===== src/rtl/core/sdpsc_pkg.sv =====
`timescale 1ns / 1ps
`default_nettype none
// ----------------------------------------------------------------------------
// sdpsc_pkg
// Shared types and field widths for the step/direction position scan block.
// ----------------------------------------------------------------------------
package sdpsc_pkg;

  localparam int unsigned TargetBits   = 16;
  localparam int unsigned LimitBits    = 16;
  localparam int unsigned PosOutBits   = 16;
  localparam int unsigned InDataBits   = 24;
  localparam int unsigned InFieldBits  = 1 + TargetBits;
  localparam int unsigned OutDataBits  = 24;
  localparam int unsigned OutFieldBits = 4 + PosOutBits;

  typedef struct packed {
    logic scan_upward;
    logic clock_phase;
    logic auto_running;
    logic direction_level;
  } ctrl_t;

  typedef struct packed {
    logic                  scan_active;
    logic                  moving;
    logic [PosOutBits-1:0] position;
    logic                  direction_cw;
    logic                  step_clock;
  } result_t;

endpackage : sdpsc_pkg
`default_nettype wire


===== src/rtl/core/sdpsc_step_logic.sv =====
`timescale 1ns / 1ps
`default_nettype none
// ----------------------------------------------------------------------------
// sdpsc_step_logic
// Next-state and result logic for one half-period tick: target load, mode
// change, then one clock action for goto or triangle scan.
// ----------------------------------------------------------------------------
module sdpsc_step_logic
  import sdpsc_pkg::*;
#(
  parameter int unsigned POSITION_BITS = 16
) (
  input  logic                     auto_enable_i,
  input  logic [TargetBits-1:0]    target_position_i,
  input  logic                     target_write_i,
  input  logic [LimitBits-1:0]     upper_limit_i,
  input  logic [POSITION_BITS-1:0] position_i,
  input  logic [POSITION_BITS-1:0] goto_target_i,
  input  logic [POSITION_BITS-1:0] scan_limit_i,
  input  ctrl_t                    ctrl_i,
  output logic [POSITION_BITS-1:0] position_o,
  output logic [POSITION_BITS-1:0] goto_target_o,
  output logic [POSITION_BITS-1:0] scan_limit_o,
  output ctrl_t                    ctrl_o,
  output result_t                  result_o
);

  localparam int unsigned CmpBits = (POSITION_BITS > LimitBits) ? POSITION_BITS : LimitBits;

  logic [POSITION_BITS-1:0] tgt;
  logic [POSITION_BITS-1:0] goto_w;
  logic [POSITION_BITS-1:0] pos_inc;
  logic [POSITION_BITS-1:0] pos_dec;
  logic                     enter;
  logic                     leave;
  logic                     accepted;

  assign tgt     = POSITION_BITS'(target_position_i);
  assign goto_w  = target_write_i ? tgt : goto_target_i;
  assign enter   = auto_enable_i && !ctrl_i.auto_running && (goto_w != '0);
  assign leave   = !auto_enable_i && ctrl_i.auto_running;
  assign pos_inc = position_i + POSITION_BITS'(1);
  assign pos_dec = position_i - POSITION_BITS'(1);

  always_comb begin
    ctrl_o        = ctrl_i;
    position_o    = position_i;
    scan_limit_o  = enter ? goto_w : scan_limit_i;
    goto_target_o = leave ? scan_limit_i : goto_w;
    ctrl_o.auto_running = auto_enable_i && (ctrl_i.auto_running || enter);

    if (ctrl_o.auto_running) begin
      if (!ctrl_i.clock_phase) begin
        ctrl_o.clock_phase = 1'b1;
      end else begin
        ctrl_o.clock_phase = 1'b0;
        if (ctrl_i.scan_upward) begin
          ctrl_o.direction_level = 1'b1;
          if (position_i < scan_limit_o) begin
            position_o = pos_inc;
          end else begin
            ctrl_o.scan_upward = 1'b0;
          end
        end else begin
          ctrl_o.direction_level = 1'b0;
          if (position_i != '0) begin
            position_o = pos_dec;
          end else begin
            ctrl_o.scan_upward = 1'b1;
          end
        end
      end
    end else begin
      if (ctrl_i.clock_phase) begin
        ctrl_o.clock_phase = 1'b0;
        position_o = ctrl_i.direction_level ? pos_inc : pos_dec;
      end else if ((CmpBits'(goto_target_o) <= CmpBits'(upper_limit_i)) &&
                   (goto_target_o != position_i)) begin
        ctrl_o.direction_level = goto_target_o > position_i;
        ctrl_o.clock_phase     = 1'b1;
      end
    end
  end

  assign accepted = CmpBits'(goto_target_o) <= CmpBits'(upper_limit_i);

  always_comb begin
    result_o.step_clock   = ctrl_o.clock_phase;
    result_o.direction_cw = ctrl_o.direction_level;
    result_o.position     = PosOutBits'(position_o);
    result_o.moving       = ctrl_o.auto_running || ctrl_o.clock_phase ||
                            (accepted && (goto_target_o != position_o));
    result_o.scan_active  = ctrl_o.auto_running;
  end

endmodule : sdpsc_step_logic
`default_nettype wire


===== src/rtl/core/step_dir_position_scan_controller.sv =====
`timescale 1ns / 1ps
`default_nettype none
// ----------------------------------------------------------------------------
// step_dir_position_scan_controller
// Step/direction generator with absolute position, goto and triangle scan.
// ----------------------------------------------------------------------------
// Each input beat is one half-period tick. The block takes one tick per clock
// cycle unless the output stalls: a tick is held in an input register, and in
// the cycle it leaves that register the combinational step logic updates the
// position and mode state and loads the result register. Both sides stall
// independently; a full rate stream runs with no bubbles. The user must write
// upper_limit only while no tick is in flight; the block does not enforce it.
// ----------------------------------------------------------------------------
module step_dir_position_scan_controller
  import sdpsc_pkg::*;
#(
  parameter int unsigned POSITION_BITS = 16
) (
  input  logic                   clk_i,
  input  logic                   rst_ni,
  input  logic                   cfg_we_i,
  input  logic [LimitBits-1:0]   cfg_wdata_i,   // upper_limit
  input  logic                   s_axis_tvalid,
  output logic                   s_axis_tready,
  input  logic [InDataBits-1:0]  s_axis_tdata,  // auto_enable, target_position[16]
  input  logic                   s_axis_tuser,  // target_write
  output logic                   m_axis_tvalid,
  input  logic                   m_axis_tready,
  output logic [OutDataBits-1:0] m_axis_tdata   // step_clock, direction_cw,
                                                // position[16], moving, scan_active
);

  logic                     in_valid_q;
  logic                     in_auto_q;
  logic [TargetBits-1:0]    in_target_q;
  logic                     in_write_q;
  logic                     out_valid_q;
  logic [OutFieldBits-1:0]  out_data_q;
  logic [LimitBits-1:0]     upper_limit_q;
  logic [POSITION_BITS-1:0] position_q, position_d;
  logic [POSITION_BITS-1:0] goto_target_q, goto_target_d;
  logic [POSITION_BITS-1:0] scan_limit_q, scan_limit_d;
  ctrl_t                    ctrl_q, ctrl_d;
  result_t                  result;
  logic                     advance;
  logic                     in_take;

  assign advance       = in_valid_q && (!out_valid_q || m_axis_tready);
  assign s_axis_tready = !in_valid_q || advance;
  assign in_take       = s_axis_tvalid && s_axis_tready;

  sdpsc_step_logic #(
    .POSITION_BITS(POSITION_BITS)
  ) u_step (
    .auto_enable_i    (in_auto_q),
    .target_position_i(in_target_q),
    .target_write_i   (in_write_q),
    .upper_limit_i    (upper_limit_q),
    .position_i       (position_q),
    .goto_target_i    (goto_target_q),
    .scan_limit_i     (scan_limit_q),
    .ctrl_i           (ctrl_q),
    .position_o       (position_d),
    .goto_target_o    (goto_target_d),
    .scan_limit_o     (scan_limit_d),
    .ctrl_o           (ctrl_d),
    .result_o         (result)
  );

  always_ff @(posedge clk_i or negedge rst_ni) begin
    if (!rst_ni) begin
      in_valid_q    <= 1'b0;
      out_valid_q   <= 1'b0;
      upper_limit_q <= '1;
      position_q    <= '0;
      goto_target_q <= '0;
      scan_limit_q  <= '0;
      ctrl_q        <= '0;
    end else begin
      if (cfg_we_i) begin
        upper_limit_q <= cfg_wdata_i;
      end
      if (s_axis_tready) begin
        in_valid_q <= s_axis_tvalid;
      end
      if (advance) begin
        out_valid_q   <= 1'b1;
        position_q    <= position_d;
        goto_target_q <= goto_target_d;
        scan_limit_q  <= scan_limit_d;
        ctrl_q        <= ctrl_d;
      end else if (m_axis_tready) begin
        out_valid_q <= 1'b0;
      end
    end
  end

  // hold payload until the next beat
  always_ff @(posedge clk_i) begin
    if (in_take) begin
      in_auto_q   <= s_axis_tdata[0];
      in_target_q <= s_axis_tdata[TargetBits:1];
      in_write_q  <= s_axis_tuser;
    end
    if (advance) begin
      out_data_q <= result;
    end
  end

  assign m_axis_tvalid = out_valid_q;
  assign m_axis_tdata  = {{(OutDataBits - OutFieldBits){1'b0}}, out_data_q};

`ifndef SYNTH
  a_pos_moves_on_fall : assert property (@(posedge clk_i) disable iff (!rst_ni)
    (advance && (position_d != position_q)) |-> (ctrl_q.clock_phase && !ctrl_d.clock_phase))
    else $error("position moved outside a falling tick");

  a_scan_limit_nonzero : assert property (@(posedge clk_i) disable iff (!rst_ni)
    ctrl_q.auto_running |-> (scan_limit_q != '0))
    else $error("scan running with zero limit");

  a_stall_only_when_full : assert property (@(posedge clk_i) disable iff (!rst_ni)
    !s_axis_tready |-> (in_valid_q && out_valid_q && !m_axis_tready))
    else $error("input stalled with room downstream");
`endif

endmodule : step_dir_position_scan_controller
`default_nettype wire

===== config.mk =====
export PLATFORM = sky130hd
export DESIGN_NAME = step_dir_position_scan_controller
export DESIGN_NICKNAME = d
export VERILOG_FILES = /design/src/rtl/core/sdpsc_pkg.sv /design/src/rtl/core/sdpsc_step_logic.sv /design/src/rtl/core/step_dir_position_scan_controller.sv
export SDC_FILE = /design/constraint.sdc
export NUM_CORES = 1
export LEC_CHECK = 0
export BUFFER_PORTS_ARGS = -buffer_cell sky130_fd_sc_hd__buf_2
export CORE_UTILIZATION = 45
export CTS_CLUSTER_DIAMETER = 150
export CTS_CLUSTER_SIZE = 8
export DETAILED_ROUTE_END_ITERATION = 12
export GPL_TIMING_DRIVEN = 0
export HOLD_SLACK_MARGIN = 0.08
export PLACE_DENSITY = 0.66
export SYNTH_ARGS = -nofsm -noshare
export SYNTH_HDL_FRONTEND = slang
export SYNTH_SLANG_ARGS = --single-unit

===== constraint.sdc =====
create_clock -name clk_i -period 5.7 [get_ports clk_i]
set_input_delay 1.14 -clock clk_i [delete_from_list [all_inputs] [get_ports clk_i]]
set_output_delay 1.14 -clock clk_i [all_outputs]
set_load 0.05 [all_outputs]

-- Yosys cells after proc, flatten, opt, wreduce, memory -nomap -nowiden
Index checks and enable logic that the tools add are counted.
- memory bits (read-only): 0
- bits in writable memories: 0
- input port bits: 46
- flip-flop bits (word level): 108
- memories: 0
- latch bits: 0
- output and inout bits: 26
- word-level logic and storage cells: 66
- shifts and indexed selects: 0
- equal/unequal tests: 2
- reductions and logical operators: 21
- $add $sub $neg: 2
- bitwise gates (word level): 0
- multiply operators: 0
- div/mod/pow operators: 0
- magnitude comparators: 3
- multiplexer cells: 24
- operators by type and width (cell ; number):
    two-way mux 16 bit ; 10
    inequality test 16 bit ; 2
    nonzero test 16 bit ; 2
    adder 16 x 1 -> 16 bit (second input constant) ; 1
    > comparator 16 bit ; 1
    <= comparator 16 bit ; 1
    less-than comparator 16 bit ; 1
    subtractor 16 x 1 -> 16 bit (second input constant) ; 1
    two-way mux 1 bit ; 14
    logical AND 1 bit ; 8
    logical OR 1 bit ; 5
    logical NOT 1 bit ; 4
    AND reduction 3 bit ; 1
    nonzero test 2 bit ; 1

-- Logic depth before layout (Yosys ltp)
Gate-level depths: netlist of run 1.
- depth in word-level cells: 12
- gate-level depth with buffers: 21

-- Hierarchy
A second synthesis of run 1 with hierarchy kept.
- cells, all modules: 887
- area, all modules: 8647.0 um^2
- by module, submodules not included (module ; area an instance (um^2) ; times used ; cells each):
    sdpsc_step_logic ; 4629.4 ; 1 ; 692
    step_dir_position_scan_controller ; 4017.6 ; 1 ; 195

-- Worst setup path before layout of run 1
Ideal clock, no wire load.
- kind: reg2reg
- start: reg in_write_q
- end: reg out_data_q[18], data pin
- required time: 5.427 ns
- path slack: 0.308 ns
- cell stages (with the launch flop): 20
- buffers on the path: 2
- data arrival time: 5.119 ns
- path through: edfxtp_1 -> or4_1 -> o22a_1 -> a211o_1 -> o21bai_1 -> clkbuf_1 -> buf_1 -> a21oi_1 -> ha_1 -> a211oi_1 -> o211ai_1 -> a221oi_1 -> nand2_1 -> or3_1 -> a21oi_2 -> a211oi_2 -> o2bb2ai_1 -> a2111oi_2 -> and4_1 -> a41oi_1
- RTL lines (what ; RTL line ; RTL):
    from (decl) ; step_dir_position_scan_controller.sv:36 ; logic in_write_q;
    from (signal assigned) ; step_dir_position_scan_controller.sv:103 ; in_write_q <= s_axis_tuser;
    to (signal assigned) ; step_dir_position_scan_controller.sv:106 ; out_data_q <= result;
    to (decl) ; step_dir_position_scan_controller.sv:38 ; logic [OutFieldBits-1:0] out_data_q;

==> impl_metrics.toml, run 1 <==
[synthesis]
synth_cell_type_count = 82
syn_inst = 884
ys_ff_latch = 108
synth_compound_area_share_pct = 22.6
ys_seq_area_share_pct = 38.2
yosys.area_share.simple_pct = 18.3
async_flop_share_pct = 64.8
synth_most_common_cell = "nand2_1"
avgSynthCellArea_um2 = 8.63
synthAdderAreaFrac_pct = 8.20
muxShareOfSynthArea_pct = 3.92
synth_xor_area_share_pct = 2.76
syn_area_um2 = 7630
netlist.area_leader.share_pct = 17.7
synth_edf_count = 38
synth_common_cells = "nand2_1, o21ai_0, nor2_1"
ys_warn_count = 0
synth_ff_type = "dfrtp_1"
synth_area_leaders = "dfrtp_1, edfxtp_1, ha_1"
yosys.area.top_type = "dfrtp_1"
synth_top_family_by_area = "compound AO/OA/AOI/OAI gates"

[floorplanning]
dieArea_um2 = 17500
initial_core_util_pct = 46.0
ios = 72
dieWidth_um = 132
num_rows = 47
core_area_um2 = 16600
die_h_um = 132

[critical_path]
path_cells = "or4_1 -> o22a_1 -> a211o_1 -> o21bai_1 -> buf_4 -> clkbuf_4 -> a21oi_1 -> ha_1 -> nand2_1 -> nor3_4 -> o21ai_1 -> and2_4 -> or2_2 -> buf_4 -> a311oi_1 -> a211oi_2 -> a22o_1 -> nor4_2 -> and4_1 -> a41oi_1"
critical_path_depth = 20
worstSetupStartpoint = "in_write_q"
cp.required_ps = 5790
rrSetupSlack_ps = 160
slowest_stage = "or4_1"
crit_family = "simple AND/OR/NAND/NOR gates"
slowest_delay_ps = 540
worstPathMaxFanout = 10
cp.arrival_ps = 5630
path_buf_inv = 3
crit_path_frequent_cell = "buf_4"
end_kind = "flop"
rr_worst_depth = 20
cp-start-kind = "flop"
r2r-start = "in_write_q"
crit_type = "reg2reg"

[grt]
grt_pass1_wl_mm = 38.5
grt_usage_pct = 28.8
antenna_found_initial = 0
overflow = 0
first_global_vias = 6939
grt_max_degree = 69

[timing]
hold_slack_ps = 489
timing.final.hold_violations = 0
fin_crit_ps = 5540
skew_ps = 9.97
setup_viol = 0
fmax_ghz = 0.180
fin_crit_sh_pct = 97.2
slew-limit-headroom_pct = 28.9
finalMaxSlewViolations = 0
max_slew.worst_pin.slew_ps = 1060

[worst_hold_path]
hold_depth = 2
hold_class = "reg2reg"
hold_path_startpoint = "goto_target_q[12]"

[pwr]
seqPwrFrac_pct = 26.0
clock_power_share_pct = 16.4
netSwitchingPower_uw = 2290
leakagePower_uw = 0.00368
power_density_nw_per_um2 = 532
comb_power_share_pct = 57.6
p_int_uw = 2380
peakVddDrop_mv = 0.237
swShare_pct = 49.1

[clocking]
cts_made_buffers = 9
clkTransAtPathRegs_ps = 80
clock-sinks = 108
clock_latency_ps = 370
cts_tree = "yes"
clk_path_buf_depth = 2
htree_levels = 3
cts_root_buffer = "clkbuf_16"
ctsHoldBuffers = 0

[cells_and_area]
layout-drive-gt1-share_pct = 16.1
area_growth_pct = 15.2
fillers = 1551
stdcell_count = 1191
antenna_cells = 0
nets = 1062

[route]
drtAntennaViolNets = 0
firstDrtPassIters = 6
vias = 7358
drt-vias-per-instance = 6.18
drtIter0Drc = 873
wirelength_mm = 25.1
drc = 0
wl_per_cell_um = 21.0

[placement]
gp_congestion = 1.02
io_buffers = 60
placedCellCount = 1168
hpwl_mm = 18.3

[run]
max_cap_viol_count = 0

[run_status]
outcome = "finished, final reports clean"
## cells in the final DEF (no fill, tap or decap), drive strengths merged, types with 5 or more instances in the layout
master     n
a2111oi    6
a211oi    12
a21o       9
a21oi     54
a22oi      5
a31oi      8
and2       5
buf       83
clkbuf    50
clkinv     6
dfrtp     54
dfstp     16
edfxtp    38
ha        50
inv       53
mux2       7
mux2i     22
nand2    112
nand2b     8
nand3     24
nand4     16
nor2      56
nor2b      5
nor3      24
nor4      16
o211ai     8
o21ai    111
o22ai      6
or3        5
xnor2     21
## kinds of logic (layout without fill, tap and decap cells)
logic type / Yosys count / after routing
compound gates: 268 / 268
mux: 29 / 29
flops: 108 / 108
simple gates: 292 / 292
other cells: 1 / 4
fa+ha+maj: 50 / 50
xor+xnor: 24 / 24
buf+inv: 112 / 196
## routing by layer
layer / wire length (um) / vias up / GRT usage, %
li1: - / 3388 / -
met2: 10900 / 429 / 43.4
met1: 10400 / 3449 / 38.3
met5: 0 / - / 0
met4: 1110 / 0 / 13.5
met3: 2620 / 92 / 8.30
## worst reg2reg max path, cell delays in order, from the launching register on
cell	delay, ps
edfxtp_1	420
or4_1	540
o22a_1	240
a211o_1	320
o21bai_1	190
buf_4	180
clkbuf_4	220
a21oi_1	120
ha_1	360
nand2_1	140
nor3_4	290
o21ai_1	210
and2_4	230
or2_2	260
buf_4	180
a311oi_1	330
a211oi_2	140
a22o_1	240
nor4_2	290
and4_1	240
a41oi_1	130
## state kept, by name, summed over array words and instances, names as in the netlist
name / count
in_valid_q: 1
position_q: 16
goto_target_q: 16
in_auto_q: 1
upper_limit_q: 16
out_data_q: 20
scan_limit_q: 16
in_target_q: 16
ctrl_q: 4
m_axis_tvalid: 1
in_write_q: 1
## repair_timing
item	in CTS	in global routing
pin swaps	1	4
gates resized for setup	12	17
setup endpoints to repair	31	1
buffers inserted	2	5
## power by group through the flow
| stage | logic [uW] | registers [uW] | clock network [uW] |
|---|---|---|---|
| 3_3_place_gp | 2410 | 1220 | 0 |
| 4_1_cts | 2540 | 1210 | 771 |
| 5_1_grt | 2900 | 1230 | 794 |
| 3_5_place_dp | 2430 | 1220 | 0 |
| 6_report | 2690 | 1210 | 764 |
| 2_1_floorplan | 1600 | 1320 | 0 |
## area by class of cell
class	count	area (um2)	area share, %
plain buffers	56	263	2.99
clock buffers	9	225	2.56
clock inverters	7	134	1.52
inverters	56	210	2.39
multi-input cells	667	4370	49.8
flip-flops and latches	108	2910	33.1
well taps	220	275	3.13
repair buffers	68	395	4.50
## stage by stage
| stage | util [%] | setup WS [ps] | total power, uW | cell area (um2) | TNS, ps |
|---|---|---|---|---|---|
| after floorplan | - | 308 | 2920 | 7640 | 0 |
| after global placement | 49.5 | -1310 | 3630 | 8220 | -13770 |
| after detailed placement | 49.7 | -1300 | 3650 | 8250 | -12970 |
| after CTS | 52.3 | 32.1 | 4520 | 8680 | 0 |
| after global routing | 53.0 | -12.7 | 4930 | 8790 | -12.7 |
| final | 53.0 | 157 | 4670 | 8790 | 0 |
## path summary, 6_finish.rpt
check | to
setup reg to reg | out_data_q[18]
min in group asynchronous | m_axis_tvalid
hold / removal | goto_target_q[12]
hold reg to reg | goto_target_q[12]
max in group asynchronous | upper_limit_q[4]
setup / recovery | out_data_q[18]
(Power assumes the default switching activity.)
==> run 2, diff against run 1 <==
--- a/config.mk
+++ b/config.mk
@@ -5,14 +5,14 @@
 export SDC_FILE = /design/constraint.sdc
 export NUM_CORES = 1
 export LEC_CHECK = 0
+export ABC_AREA = 1
 export BUFFER_PORTS_ARGS = -buffer_cell sky130_fd_sc_hd__buf_2
-export CORE_UTILIZATION = 45
+export CORE_UTILIZATION = 40
 export CTS_CLUSTER_DIAMETER = 150
 export CTS_CLUSTER_SIZE = 8
 export DETAILED_ROUTE_END_ITERATION = 12
 export GPL_TIMING_DRIVEN = 0
 export HOLD_SLACK_MARGIN = 0.08
-export PLACE_DENSITY = 0.66
 export SYNTH_ARGS = -nofsm -noshare
 export SYNTH_HDL_FRONTEND = slang
 export SYNTH_SLANG_ARGS = --single-unit
==> constraint.sdc (replaced) <==
create_clock -name clk_i -period 5.05 [get_ports clk_i]
set_input_delay 1.01 -clock clk_i [delete_from_list [all_inputs] [get_ports clk_i]]
set_output_delay 1.01 -clock clk_i [all_outputs]
set_load 0.05 [all_outputs]
==> run 2 against run 1 <==
Effect of this change:
- non-clock buffer count is 17 lower
- area after synthesis decreased by 3.1%
- wire length down 10%
- sequential power rose by 21%
- synthesized cell count increased by 11%
- die area up 8.9%
- combinational power increased by 23%
- core utilization fell by 6.7 points
==> impl_metrics.toml, run 2 <==
[placement]
io_buffers = 60
hpwl_mm = 17.6
dpl_cell_area_um2 = 8030
place_worst_setup_slack_ps = 15.5
gp_congestion = 0.956

[critical_path]
crit_family = "simple AND/OR/NAND/NOR gates"
cp.arrival_ps = 4790
path_buf_inv = 5
worstPathMaxFanout = 10
cp-start-kind = "flop"
crit_type = "reg2reg"
end_kind = "flop"
slowest_stage = "edfxtp_1"
crit_path_frequent_cell = "nand2_1"
slowest_delay_ps = 380
cp.required_ps = 5160

[cells_and_area]
multi_input_area_um2 = 3830
nets = 1155
largest_reg_flops = 20
mostFrequentLayoutCell = "nand2_1"
antenna_cells = 0
mostFrequentLayoutCells = "nand2_1, o21ai_0, inv_1"
regArea_um2 = 2910
layout-drive-gt1-share_pct = 14.1
fin_util_pct = 46.3
finalInstanceArea_um2 = 8340
area_growth_pct = 12.8
top_register = "out_data_q"
fillers = 1921

[timing]
setup_viol = 0
fin_setup_tns_ps = 0
skew_ps = 15.5
rsz0062_at_grt = "no"
max_slew.worst_pin.slew_ps = 1040
fin_crit_ps = 4680
fin_crit_sh_pct = 92.7
slew-limit-headroom_pct = 30.1
fmax_ghz = 0.214
timing.final.hold_violations = 0
worst_slack_ps = 368
finalMaxSlewViolations = 0

[floorplanning]
die_h_um = 138
dieArea_um2 = 19000
initial_core_util_pct = 41.0
num_rows = 49
core_area_um2 = 18000
ios = 72
dieWidth_um = 138

[clocking]
clock-sinks = 108
clk_path_buf_depth = 2
clock_latency_ps = 370
clkTransAtPathRegs_ps = 80
cts_tree = "yes"
htree_levels = 3
cts_made_buffers = 9
cts_root_buffer = "clkbuf_16"

[synthesis]
synth_common_cells = "nand2_1, o21ai_0, inv_1"
synth_area_leaders = "dfrtp_1, edfxtp_1, nand2_1"
netlist.area_leader.share_pct = 18.3
syn_inst = 982
ys_warn_count = 0
yosys.area.top_type = "dfrtp_1"
synth_edf_count = 38
synth_most_common_cell = "nand2_1"
synth_ff_type = "dfrtp_1"
async_flop_share_pct = 64.8
synth_cell_type_count = 47
ys_ff_latch = 108
ys_seq_area_share_pct = 39.4
avgSynthCellArea_um2 = 7.53
syn_area_um2 = 7400

[route]
wl_per_cell_um = 17.4
drtIter0Drc = 576
drtAntennaViolNets = 0
drc = 0
vias = 6823
drt-vias-per-instance = 5.28
wirelength_mm = 22.5
firstDrtPassIters = 5

[grt]
use_met3_pct = 4.82
busiest_layer = "met2"
first_global_vias = 6288
met2_usage_pct = 40.9
grt_max_degree = 54
grt_usage_pct = 25.0
grt_pass1_wl_mm = 35.1
overflow = 0
use_met1_pct = 33.2
antenna_found_initial = 0

[run]
max_cap_viol_count = 0

[pwr]
finalPower_uw = 5470
peakVddDrop_mv = 0.271
leakagePower_uw = 0.00403
power_density_nw_per_um2 = 656

[run_status]
outcome = "finished, final reports clean"

[worst_hold_path]
hold_class = "reg2reg"
-- run 2: changes by cell type in the layout (fill, tap and decap cells not counted), moves of 10 or more --
cell	previous run	this run
nor2_1	55	70
xnor2_1	21	1
xor2_1	3	20
nand2_1	110	278
nand2_2	1	14
a21oi_1	50	21
nor3_1	22	5
nor4_1	15	4
inv_1	50	111
nand3_1	23	53
o21ai_0	107	127
nand3_2	1	11
mux2i_1	22	0
-- run 2: final timing paths --
check | end | start | slack [ps] | cells past startpoint
worst min register to register | scan_limit_q[11] | scan_limit_q[11] | 490 | 2
worst max register to register | out_data_q[18] | in_write_q | 370 | 31
worst min-delay path | scan_limit_q[11] | scan_limit_q[11] | 490 | 2
worst max-delay path | out_data_q[18] | in_write_q | 370 | 31
max in group asynchronous | upper_limit_q[3] | rst_ni | 3880 | 2
min in group asynchronous | ctrl_q[0] | rst_ni | 540 | 1
-- run 2: per-layer routing --
metal	vias up	wire [um]
met4	0	493
met3	36	1190
met2	223	10400
met1	3181	10400
li1	3383	-
met5	-	0
-- run 2: power breakdown --
group | internal [uW] | leakage [uW] | switching, uW | total [uW]
Clock | 347 | 0.000135 | 361 | 708
Sequential | 1240 | 0.00120 | 215 | 1460
Combinational | 1060 | 0.00270 | 2240 | 3300
-- run 2: stage by stage --
step	std cells	hold slack [ps]
3_5_place_dp	1275	474
4_1_cts	1290	494
6_report	1293	491
2_1_floorplan	985	453
3_3_place_gp	1274	469
5_1_grt	1293	505
-- run 2: final cells by class --
| class | count | share of cell area [%] |
|---|---|---|
| Clock inverter | 6 | 0.690 |
| Multi-Input combinational cell | 716 | 45.9 |
| Sequential cell | 108 | 34.9 |
| Timing Repair Buffer | 64 | 4.23 |
| Inverter | 117 | 5.29 |
| Clock buffer | 10 | 2.74 |
| Tap cell | 229 | 3.43 |
| Buffer | 43 | 2.77 |
-- run 2: cells by family after synthesis --
| family | count (synthesis) | synth area share (%) |
|---|---|---|
| and+or+nand+nor | 462 | 27.1 |
| AOI/OAI and AO/OA | 177 | 13.1 |
| buffers and inverters | 161 | 9.12 |
| DFF | 108 | 39.4 |
| adders and majority gates | 50 | 8.46 |
| xor gates and xnor gates | 21 | 2.49 |
| muxes | 2 | 0.304 |
| other | 1 | 0.0507 |
-- run 2: tightest hold or removal path: cells and delay by family, from the launching register on --
family | cells | cell delay [ps]
simple gates | 1 | 50
flops | 1 | 350
compound gates | 1 | 60
-- run 2: timing repair --
action / CTS / global route
resized for setup: 0 / 5
setup endpoints to repair: 1 / 1
hold endpoints to repair: 0 / 0
buffers inserted: 0 / 3
hold buffers: 0 / 0
pin swaps: 0 / 1
